<file path="config.mk">
export PLATFORM = sky130hd
export DESIGN_NAME = pimap_row
export DESIGN_NICKNAME = d
export VERILOG_FILES = /design/src/design/pimap_pkg.sv /design/src/design/pimap_row.sv
export SDC_FILE = /design/constraint.sdc
export NUM_CORES = 2
export LEC_CHECK = 0
export ABC_AREA = 1
export BUFFER_PORTS_ARGS = -buffer_cell sky130_fd_sc_hd__buf_2
export CELL_PAD_IN_SITES_DETAIL_PLACEMENT = 1
export CELL_PAD_IN_SITES_GLOBAL_PLACEMENT = 2
export CORE_MARGIN = 3
export CORE_UTILIZATION = 30
export DETAILED_ROUTE_END_ITERATION = 6
export MAX_ROUTING_LAYER = met4
export PLACE_DENSITY_LB_ADDON = 0.1
export SLEW_MARGIN = 10
export SYNTH_ARGS = -nofsm -noshare
export SYNTH_HDL_FRONTEND = slang
export SYNTH_SLANG_ARGS = --single-unit
</file>
<file path="constraint.sdc">
create_clock -name clock -period 10.4 [get_ports clock]
set_input_delay 1.04 -clock clock [delete_from_list [all_inputs] [get_ports clock]]
set_output_delay 1.04 -clock clock [all_outputs]
set_load 0.005 [all_outputs]
</file>
<file path="src/design/pimap_pkg.sv">
`default_nettype none
package pimap_pkg;

   localparam int COORD_BITS_DEF = 12;
   localparam int FRAC_BITS = 16;
   localparam int COEF_BITS = 32;
   localparam int CSR_IDX_BITS = 3;
   localparam int CSR_DATA_BITS = 64;

   localparam logic [CSR_IDX_BITS-1:0] CSR_M00_M01 = 3'd0;
   localparam logic [CSR_IDX_BITS-1:0] CSR_M02_M10 = 3'd1;
   localparam logic [CSR_IDX_BITS-1:0] CSR_M11_M12 = 3'd2;
   localparam logic [CSR_IDX_BITS-1:0] CSR_M20_M21 = 3'd3;
   localparam logic [CSR_IDX_BITS-1:0] CSR_M22 = 3'd4;
   localparam logic [CSR_IDX_BITS-1:0] CSR_SRC_SIZE = 3'd5;

   localparam logic [COEF_BITS-1:0] COEF_ONE = COEF_BITS'(1) << FRAC_BITS;

   // control that travels along the divider
   typedef struct packed {
      logic valid;
      logic ok;
   } ctl_type;

endpackage
`default_nettype wire

</file>
<file path="src/design/pimap_row.sv">
`default_nettype none
// one homogeneous row: a*x2 + b*y2 + 2*c, products then sum
module pimap_row import pimap_pkg::*; #(
   parameter int COORD_BITS = COORD_BITS_DEF
) (
   input  wire logic                                 clock,
   input  wire logic signed [COEF_BITS-1:0]          coef_a,
   input  wire logic signed [COEF_BITS-1:0]          coef_b,
   input  wire logic signed [COEF_BITS-1:0]          coef_c,
   input  wire logic signed [COORD_BITS+1:0]         x2,
   input  wire logic signed [COORD_BITS+1:0]         y2,
   output logic signed [COEF_BITS+COORD_BITS+3:0]    sum_ff
);
   localparam int PW = COEF_BITS + COORD_BITS + 2;
   localparam int SW = PW + 2;

   logic signed [PW-1:0] pa_ff, pb_ff, pc_ff;
   logic signed [PW-1:0] pa_in, pb_in, pc_in;
   logic signed [SW-1:0] sum_in;

   assign pa_in = PW'(coef_a) * PW'(x2);
   assign pb_in = PW'(coef_b) * PW'(y2);
   assign pc_in = PW'(coef_c) <<< 1;
   assign sum_in = SW'(pa_ff) + SW'(pb_ff) + SW'(pc_ff);

   always_ff @(posedge clock) begin
      pa_ff <= pa_in;
      pb_ff <= pb_in;
      pc_ff <= pc_in;
      sum_ff <= sum_in;
   end
endmodule
`default_nettype wire

</file>
==> summary.txt <==
Global route
  – GR Overflow Total: 0
  – Initial antenna violation count: 1
  – Vias in the first global route: roughly 38000
  – First-pass GRT wire length: between 200000 and 250000 um
  – Total GRT Usage: 0.210
  – Pin count of the biggest net entering global routing: 34

Setup path
  – WP data required: roughly 11000 ps
  – Worst setup path category: in2reg
  – CP Launch Type: input port
  – Internal reg-to-reg setup slack: roughly 6800 ps
  – CP max stage delay: around 760 ps
  – CP dominant cell by count: fa_1
  – Critical Path End Type: flop
  – Crit path launch: y2[2]
  – Slowest cell on crit path: fa_1
  – Reg2reg end: sum_ff[42]
  – CP Cell Sequence: buf_2, nand2_1, fa_1, inv_1, fa_1, inv_1, fa_1, inv_1, fa_1, fa_1, inv_1, fa_1, inv_1, ha_1, nand2_1, nor2_1, nand2_1, nor2_1, nand3_1, nand4_1, nand2_1
  – R2R depth: 11
  – R2R Path Start: pc_ff[32]
  – Crit Path Max Fanout: 32
  – Worst EP arrival: 7220 ps

Die
  – Die height: 382 um
  – I/O pin count: 173
  – Die ar.: around 0.15 sq mm
  – Row cnt: 137
  – Initial Util: 0.303
  – Core region area: approximately 0.14 sq mm
  – Die W: 382 um

Timing
  – Period utilisation layout: 0.661
  – RSZ-0062 raised after global routing: no
  – Slew headroom: 0.391
  – Slew of the pin with the lowest slew margin: between 900 and 1000 ps
  – Clock Skew: 17.5 ps
  – Peak Freq: 145 MHz
  – Fin. Hold Viols: 0
  – Setup TNS: 0 ps
  – Slew Limit Fails: 0
  – Setup Viol. Count Final: 0
  – Fin crit period: between 6000 and 7000 ps

Clock network
  – Root buf cell: clkbuf_16
  – H-tree Lvls: 4
  – Hold Buf Count CTS: 0
  – Setup Fix Bufs, Post-CTS: 0
  – Clock sink count: about 170
  – CTS Buffer Depth: 2
  – TritonCTS Buffers: 17
  – Clock latency on the worst-skew pair: about 480 ps
  – Post_cts resized: 0
  – CTS tree: done
  – Reg clk slew, reported paths: 90 ps

Cells and area
  – Syn-to-layout area delta: 8.10%
  – Area of the multi-input gates: 0.0317 sq mm
  – Fill cell count: about 17000
  – Layout net count: 7132
  – Layout cells sized above 1: 0.0526
  – Reg area: 0.00344 sq mm

Yosys
  – Post-synth EDFFs: 0
  – Yosys warns: 0
  – List of most frequent post-synthesis cells: 1854 x nand2_1, 1754 x inv_1, 868 x fa_1
  – Top post-synthesis cells by area: fa_1 41%, nand2_1 16%, inv_1 16%
  – Sequential share of the synthesized area: 0.0814
  – Synth top area share: 0.411
  – FF+latch count, synth: 172
  – Cells after Synth: 5829
  – Post-synthesis cell type count: 30
  – Top FF cell, synth: dfxtp_1
  – Async S/R FF share, synth: 0
  – Post-synth top area cell: fa_1
  – Post-Syn Area per Cell: 7.26 sq um
  – Most numerous cell in the Yosys netlist: nand2_1
  – Syn nets: 7075
  – Synthesized area: 0.0423 sq mm

Drt
  – Remaining antenna violation count after routing: 0
  – Routed met3 length: 4620 um
  – Number of vias per cell: between 4 and 5
  – DRC: 0
  – First-pass DRT Iterations: 5
  – Post-DR wirelength/cell: 18.6 um
  – Top layer used by detailed routing: met4
  – DR vias: 34300
  – Met2 Routed Length: approximately 65000 um
  – Met1 WL: 72900 um
  – Routed WL: 145000 um
  – First-iteration detailed-routing DRC count: 1465

Worst hold path
  – Hold Path Sink: sum_ff[0]
  – Worst Min Path Start: pb_ff[0]
  – HP Class: reg2reg
  – WHS Path Cells: 1

Job
  – Max-Cap Viols: 0

Outcome
  – Status: complete, no violations

Placed design
  – Hpwl dp: 127000 um
  – Port Buf Inserts: 172
  – Routability cong.: around 0.87
==> worst max path at each step <==
stage	end	slack (ps)	depth (start not counted)
after global placement	pb_ff[40]	3050	21
after detailed placement	pb_ff[38]	3010	21
after floorplan	pa_ff[37]	4180	21
final	pb_ff[38]	3520	21
after CTS	pb_ff[38]	3540	21
after global routing	pb_ff[38]	3160	21
==> area by class of cell <==
type	count	area share
clock buffer	17	0.00930
clock inverter	15	0.00523
inverter	1763	0.145
sequential	172	0.0753
antenna	1	0.0000547
multi-input combinational	3746	0.693
timing repair buffer	186	0.0211
tap	1876	0.0513
==> cells in the final DEF (no fill, tap or decap) <==
master / synthesis / final
a21o_1: 4 / 4
a21oi_1: 117 / 117
and2_1: 1 / 1
and3_1: 1 / 1
buf_2: 0 / 172
buf_4: 0 / 14
bufinv_16: 0 / 2
clkbuf_16: 0 / 17
clkinv_8: 0 / 7
dfxtp_1: 172 / 172
diode_2: 0 / 1
fa_1: 868 / 868
ha_1: 253 / 253
inv_1: 1754 / 1754
inv_12: 0 / 1
inv_2: 9 / 9
inv_6: 0 / 3
inv_8: 0 / 2
nand2_1: 1854 / 1854
nand2_2: 17 / 17
nand3_1: 125 / 125
nand3_2: 9 / 9
nand3b_1: 7 / 7
nand4_1: 46 / 46
nor2_1: 258 / 258
nor2_2: 23 / 23
nor2_4: 3 / 3
nor3_1: 11 / 11
nor3_2: 14 / 14
nor3_4: 1 / 1
o211ai_2: 2 / 2
o21a_1: 4 / 4
o21ai_0: 24 / 24
o21bai_1: 18 / 18
o21bai_2: 2 / 2
or2_2: 12 / 12
xnor2_1: 19 / 19
xor2_1: 53 / 53
==> kinds of logic after synthesis <==
family,count (synthesis),synth area share
adders and majority gates,1121,0.486
DFF,172,0.0814
buffers and inverters,1911,0.170
and+or+nand+nor,2382,0.226
AOI/OAI and AO/OA,171,0.0224
xor gates and xnor gates,72,0.0149
==> worst max-delay path: cells and delay by family <==
kind          cells  cell delay [ps]
fa+ha+maj         7             3730
simple gates      8             1520
buf+inv           6              900
==> registers in the layout, summed over array words and instances, names as in the netlist <==
| name | count |
|---|---|
| pb_ff | 46 |
| pa_ff | 46 |
| sum_ff | 48 |
| pc_ff | 32 |
==> layer usage <==
metal / vias up / GRT usage
met3: 57 / 0.0193
met4: 0 / 0.0295
li1: 16400 / -
met1: 17400 / 0.301
met5: - / -
met2: 414 / 0.331
==> metrics by stage <==
| step | cells | utilization | hold WS (ps) | cell area, sq um | setup slack (ps) |
|---|---|---|---|---|---|
| 6_report | 7776 | 0.327 | 462 | 45700 | 3520 |
| 5_1_grt | 7775 | 0.327 | 489 | 45700 | 3160 |
| 4_1_cts | 7775 | 0.327 | 471 | 45700 | 3540 |
| 3_5_place_dp | 7743 | 0.323 | 445 | 45100 | 3010 |
| 3_3_place_gp | 7743 | 0.323 | 435 | 45100 | 3050 |
| 2_1_floorplan | 5829 | - | 420 | 42300 | 4180 |
Power is left out: the tool's default activity adds up to more than one toggle a clock period on the data nets, which glitch-free logic cannot reach.
