## config.mk

```make
export PLATFORM = sky130hd
export DESIGN_NAME = pimap_div_step
export DESIGN_NICKNAME = d
export VERILOG_FILES = /design/src/design/pimap_pkg.sv /design/src/design/pimap_div_step.sv
export SDC_FILE = /design/constraint.sdc
export NUM_CORES = 1
export LEC_CHECK = 0
export BUFFER_PORTS_ARGS = -buffer_cell sky130_fd_sc_hd__buf_2
export CORE_MARGIN = 4
export CORE_UTILIZATION = 45
export DETAILED_ROUTE_END_ITERATION = 7
export PLACE_DENSITY_LB_ADDON = 0.15
export REMOVE_ABC_BUFFERS = 1
export SETUP_SLACK_MARGIN = 0.2
export SYNTH_ARGS = -nofsm -noshare
export SYNTH_HDL_FRONTEND = slang
export SYNTH_SLANG_ARGS = --single-unit
```

## constraint.sdc

```tcl
create_clock -name clock -period 5.7 [get_ports clock]
set_clock_uncertainty 0.2 [all_clocks]
set_input_delay 0.285 -clock clock [delete_from_list [all_inputs] [get_ports clock]]
set_output_delay 0.285 -clock clock [all_outputs]
set_load 0.02 [all_outputs]
```

## src/design/pimap_pkg.sv

```systemverilog
`default_nettype none
package pimap_pkg;

   localparam int COORD_BITS_DEF = 12;
   localparam int FRAC_BITS = 16;
   localparam int COEF_BITS = 32;
   localparam int CSR_IDX_BITS = 3;
   localparam int CSR_DATA_BITS = 64;

   localparam logic [CSR_IDX_BITS-1:0] CSR_M00_M01 = 3'd0;
   localparam logic [CSR_IDX_BITS-1:0] CSR_M02_M10 = 3'd1;
   localparam logic [CSR_IDX_BITS-1:0] CSR_M11_M12 = 3'd2;
   localparam logic [CSR_IDX_BITS-1:0] CSR_M20_M21 = 3'd3;
   localparam logic [CSR_IDX_BITS-1:0] CSR_M22 = 3'd4;
   localparam logic [CSR_IDX_BITS-1:0] CSR_SRC_SIZE = 3'd5;

   localparam logic [COEF_BITS-1:0] COEF_ONE = COEF_BITS'(1) << FRAC_BITS;

   // control that travels along the divider
   typedef struct packed {
      logic valid;
      logic ok;
   } ctl_type;

endpackage
`default_nettype wire

```

## src/design/pimap_div_step.sv

```systemverilog
`default_nettype none
// one restoring step for both quotients, shared divisor
module pimap_div_step import pimap_pkg::*; #(
   parameter int COORD_BITS = COORD_BITS_DEF,
   parameter int SHIFT = 0
) (
   input  wire logic                                    clock,
   input  wire logic                                    reset,
   input  wire ctl_type                                 ctl_i,
   input  wire logic [COEF_BITS+2*COORD_BITS+3:0]       rem_u_i,
   input  wire logic [COEF_BITS+2*COORD_BITS+3:0]       rem_v_i,
   input  wire logic [COORD_BITS-1:0]                   q_u_i,
   input  wire logic [COORD_BITS-1:0]                   q_v_i,
   input  wire logic [COEF_BITS+COORD_BITS+3:0]         den_i,
   output ctl_type                                      ctl_ff,
   output logic [COEF_BITS+2*COORD_BITS+3:0]            rem_u_ff,
   output logic [COEF_BITS+2*COORD_BITS+3:0]            rem_v_ff,
   output logic [COORD_BITS-1:0]                        q_u_ff,
   output logic [COORD_BITS-1:0]                        q_v_ff,
   output logic [COEF_BITS+COORD_BITS+3:0]              den_ff
);
   localparam int SW = COEF_BITS + COORD_BITS + 4;
   localparam int DW = SW + COORD_BITS;

   logic [DW-1:0] dsh;
   logic          ge_u, ge_v;
   logic [DW-1:0] rem_u_in, rem_v_in;
   logic [COORD_BITS-1:0] q_u_in, q_v_in;

   assign dsh = DW'(den_i) << SHIFT;
   assign ge_u = rem_u_i >= dsh;
   assign ge_v = rem_v_i >= dsh;
   assign rem_u_in = ge_u ? rem_u_i - dsh : rem_u_i;
   assign rem_v_in = ge_v ? rem_v_i - dsh : rem_v_i;
   assign q_u_in = {q_u_i[COORD_BITS-2:0], ge_u};
   assign q_v_in = {q_v_i[COORD_BITS-2:0], ge_v};

   always_ff @(posedge clock) begin
      if (reset) begin
         ctl_ff <= '0;
      end else begin
         ctl_ff <= ctl_i;
      end
      rem_u_ff <= rem_u_in;
      rem_v_ff <= rem_v_in;
      q_u_ff <= q_u_in;
      q_v_ff <= q_v_in;
      den_ff <= den_i;
   end
endmodule
`default_nettype wire

```

==> flow_metrics.py <==
metrics = {
    "outcome": {
        "run_status": "finished clean",
    },
    "logic_synthesis": {
        "synth_async_sr_flop_share_pct": 0,
        "synthesis.area_per_instance_um2": 8.122,
        "synth-seq-cells": 194,
        "postSynth.topFlopCell": "sky130_fd_sc_hd__dfxtp_1",
        "ys.warnings.count": 0,
        "synth_simple_gate_area_share_pct": 18.06,
        "post_synth_adder_cell_area_pct": 10.53,
        "post_synth_xor_area_fraction_pct": 7.724,
        "syn_inst": 1452,
        "yosys-top-cells-count": "194 x sky130_fd_sc_hd__dfxtp_1, 156 x sky130_fd_sc_hd__a21oi_1, 142 x sky130_fd_sc_hd__nand2_1",
        "synth_edf_count": 0,
        "ys_types": 85,
        "yosysTopAreaCell": "sky130_fd_sc_hd__dfxtp_1",
        "netlist_area_um2": 11790,
        "yosys-top-cells-area": "sky130_fd_sc_hd__dfxtp_1 33%, sky130_fd_sc_hd__ha_1 10%, sky130_fd_sc_hd__a21oi_1 6.6%, sky130_fd_sc_hd__xnor2_1 4.7%, sky130_fd_sc_hd__nand2_1 4.5%",
        "post-synth-top-area-fraction_pct": 32.93,
        "synth.yosys.seq_area_share_pct": 32.93,
        "dominant_combinational_cell_family_by_area_after_synthesis": "compound AO/OA/AOI/OAI gates",
        "synth_mux_area_share_pct": 0.2865,
        "synthMostInstantiatedCell": "sky130_fd_sc_hd__dfxtp_1",
        "synth-compound-area-share_pct": 25.62,
    },
    "global_routing": {
        "antenna_found_initial": 0,
        "track_usage_pct": 28.44,
        "grt.overflow.total": 0,
        "global_route_wire_length_before_repair_um": 65520,
        "number_of_global_route_vias_before_repair": 12290,
        "grt_start_max_net_pins": 61,
    },
    "floorplan": {
        "die-area_um2": 28860,
        "io-pin-count": 390,
        "die_x_um": 169.9,
        "die_height_um": 169.9,
        "core-area_um2": 25470,
        "standard_cell_rows": 58,
        "start_util_pct": 46.30,
    },
    "place": {
        "place.gp.congestion": 0.8993,
        "port-buffer-count": 387,
        "post-place-cells": 2116,
        "hpwl_um": 33140,
    },
    "timing": {
        "finalSetupViolCount": 0,
        "finalHoldViolCount": 0,
        "period_needed_ps": 4541,
        "grt_setup_unrepaired": "no",
        "slew_headroom_pct": 14.51,
        "total_negative_slack_ps": 0,
        "post-route-period-util_pct": 79.67,
        "max_clock_freq_mhz": 220.2,
        "finalMaxSlewViolations": 0,
        "timing_worst_slew_pin_value_ps": 1279,
    },
    "cts": {
        "cts.clk_slew.worst_paths_ps": 80,
        "post_cts_resize_count": 0,
        "numClockSinks": 194,
        "clock_tree.buffer_depth": 2,
        "cts-buffers-inserted": 17,
        "cts_root_buffer": "sky130_fd_sc_hd__clkbuf_16",
        "ctsHtreeMaxLevel": 4,
        "tritoncts": "done",
    },
    "route": {
        "antenna_violating_nets_post_route": 0,
        "vias_per_cell": 5.435,
        "drtIter0Drc": 918,
        "wire_per_inst_um": 18.36,
        "detailedRoute.firstPassIterationCount": 5,
        "finalWirelength_um": 43000,
        "route.detailed.drc": 0,
        "route.vias.total": 12730,
    },
    "flow_run": {
        "drv.max_cap_violation_count": 0,
    },
    "final_layout": {
        "post_route_cells_drive_above_1_share_pct": 23.11,
        "syn2layout_area_growth_pct": 39.32,
        "antennaDiodeCount": 0,
        "final_cell_count_no_fill": 2342,
        "final_net_count": 2293,
    },
    "power": {
        "worst_ir_drop_vdd_mv": 0.2003,
        "pwr_density_cell_nw_per_um2": 265.2,
        "static_leak_nw": 7.526,
    },
    "setup_path": {
        "critPathKind": "in2reg",
        "worstPathMaxFanout": 60,
        "worst_setup_path_end_kind": "flip-flop",
        "crit_required_ps": 5830,
        "critPathLaunchType": "input port",
        "worst-endpoint-arrival_ps": 4670,
    },
    "min_path": {
        "hold_path_class": "in2reg",
    },
}
==> logic make-up (layout without fill, tap and decap cells) <==
kind of cell               Yosys count  after routing
muxes                                3              3
xor gates and xnor gates           104            104
adders and majority gates           98             98
AOI/OAI and AO/OA                  475            475
buffers and inverters              137            697
and+or+nand+nor                    441            441
DFF                                194            194
==> flip-flops by register name (all words and copies together) (netlist names) <==
register / cells
den_ff: 48
q_u_ff: 12
ctl_ff: 2
rem_v_ff: 60
rem_u_ff: 60
q_v_ff: 12
==> power by group <==
group          internal, mW  switching, mW  total [mW]
Sequential             1.55         0.0477        1.60
Combinational         0.610          0.940        1.55
Clock                 0.598          0.613        1.21
Total                  2.76           1.60        4.36
==> worst max-delay path, cell delays in order <==
cell and delay (ps):
sky130_fd_sc_hd__dlygate4sd3_1 540, sky130_fd_sc_hd__buf_2 130, sky130_fd_sc_hd__inv_1 170, sky130_fd_sc_hd__ha_1 330
sky130_fd_sc_hd__a21oi_1 250, sky130_fd_sc_hd__o21ai_0 160, sky130_fd_sc_hd__a21oi_1 270, sky130_fd_sc_hd__o21ai_0 120
sky130_fd_sc_hd__o21ai_0 290, sky130_fd_sc_hd__a211oi_1 190, sky130_fd_sc_hd__nor2_4 1000, sky130_fd_sc_hd__nor4b_2 140
sky130_fd_sc_hd__xor2_1 190, sky130_fd_sc_hd__dlygate4sd3_1 570
==> path summary, 6_finish.rpt <==
| check | startpoint | end | slack [ps] | cells past startpoint |
|---|---|---|---|---|
| setup / recovery | den_i[13] | rem_v_ff[50]$_DFF_P_ | 1160 | 14 |
| hold / removal | rem_v_i[44] | rem_v_ff[44]$_DFF_P_ | 40 | 3 |
==> layout by cell type, fill, tap and decap left out, types with 63 or more instances in the layout <==
cell type                       Yosys  routed
sky130_fd_sc_hd__inv_1             79      79
sky130_fd_sc_hd__dlygate4sd3_1      0     194
sky130_fd_sc_hd__nand2_1          142     142
sky130_fd_sc_hd__ha_1              96      96
sky130_fd_sc_hd__a21oi_1          156     156
sky130_fd_sc_hd__buf_2             21     387
sky130_fd_sc_hd__o21ai_0          100     100
sky130_fd_sc_hd__dfxtp_1          194     194
sky130_fd_sc_hd__xnor2_1           63      63
sky130_fd_sc_hd__nor2_1           115     115
==> through the flow <==
step | setup WS (ps) | power, mW | util (%) | hold slack, ps | instance area, um^2
after floorplan | 1356 | 2.549 | - | 112.7 | 11520
after global routing | 819.3 | 4.566 | 64.50 | 33.91 | 16430
after CTS | 1204 | 4.362 | 64.50 | 14.39 | 16430
after global placement | 1423 | 3.032 | 54.58 | 187.0 | 13900
after detailed placement | 1399 | 3.039 | 54.58 | 189.1 | 13900
final | 1159 | 4.358 | 64.50 | 36.85 | 16430
==> layout make-up <==
class / instances / area, um^2
inverter: 81 / 304.0
tap: 330 / 412.9
multi-input combinational: 1121 / 7342
clock buffer: 19 / 442.9
timing repair buffer: 584 / 3901
sequential: 194 / 3884
clock inverter: 13 / 142.6
fill: 2159 / 9042
==> layer usage <==
layer | routed length [um] | share of wire (%) | GRT usage [%] | up-vias
met1 | 19030 | 44 | 38.10 | 5849
met4 | 1358 | 3.2 | 10.15 | 0
met2 | 19560 | 45 | 46.35 | 527
li1 | - | - | - | 6270
met5 | 0 | 0 | 0 | -
met3 | 3048 | 7.1 | 4.808 | 83
==> what timing repair did <==
action                                  CTS  global route
endpoints found under the hold margin   191             0
hold buffers                            194             0
endpoints found under the setup margin    0             0
setup buffers                             0             0
Power figures use the tool's default switching activity.
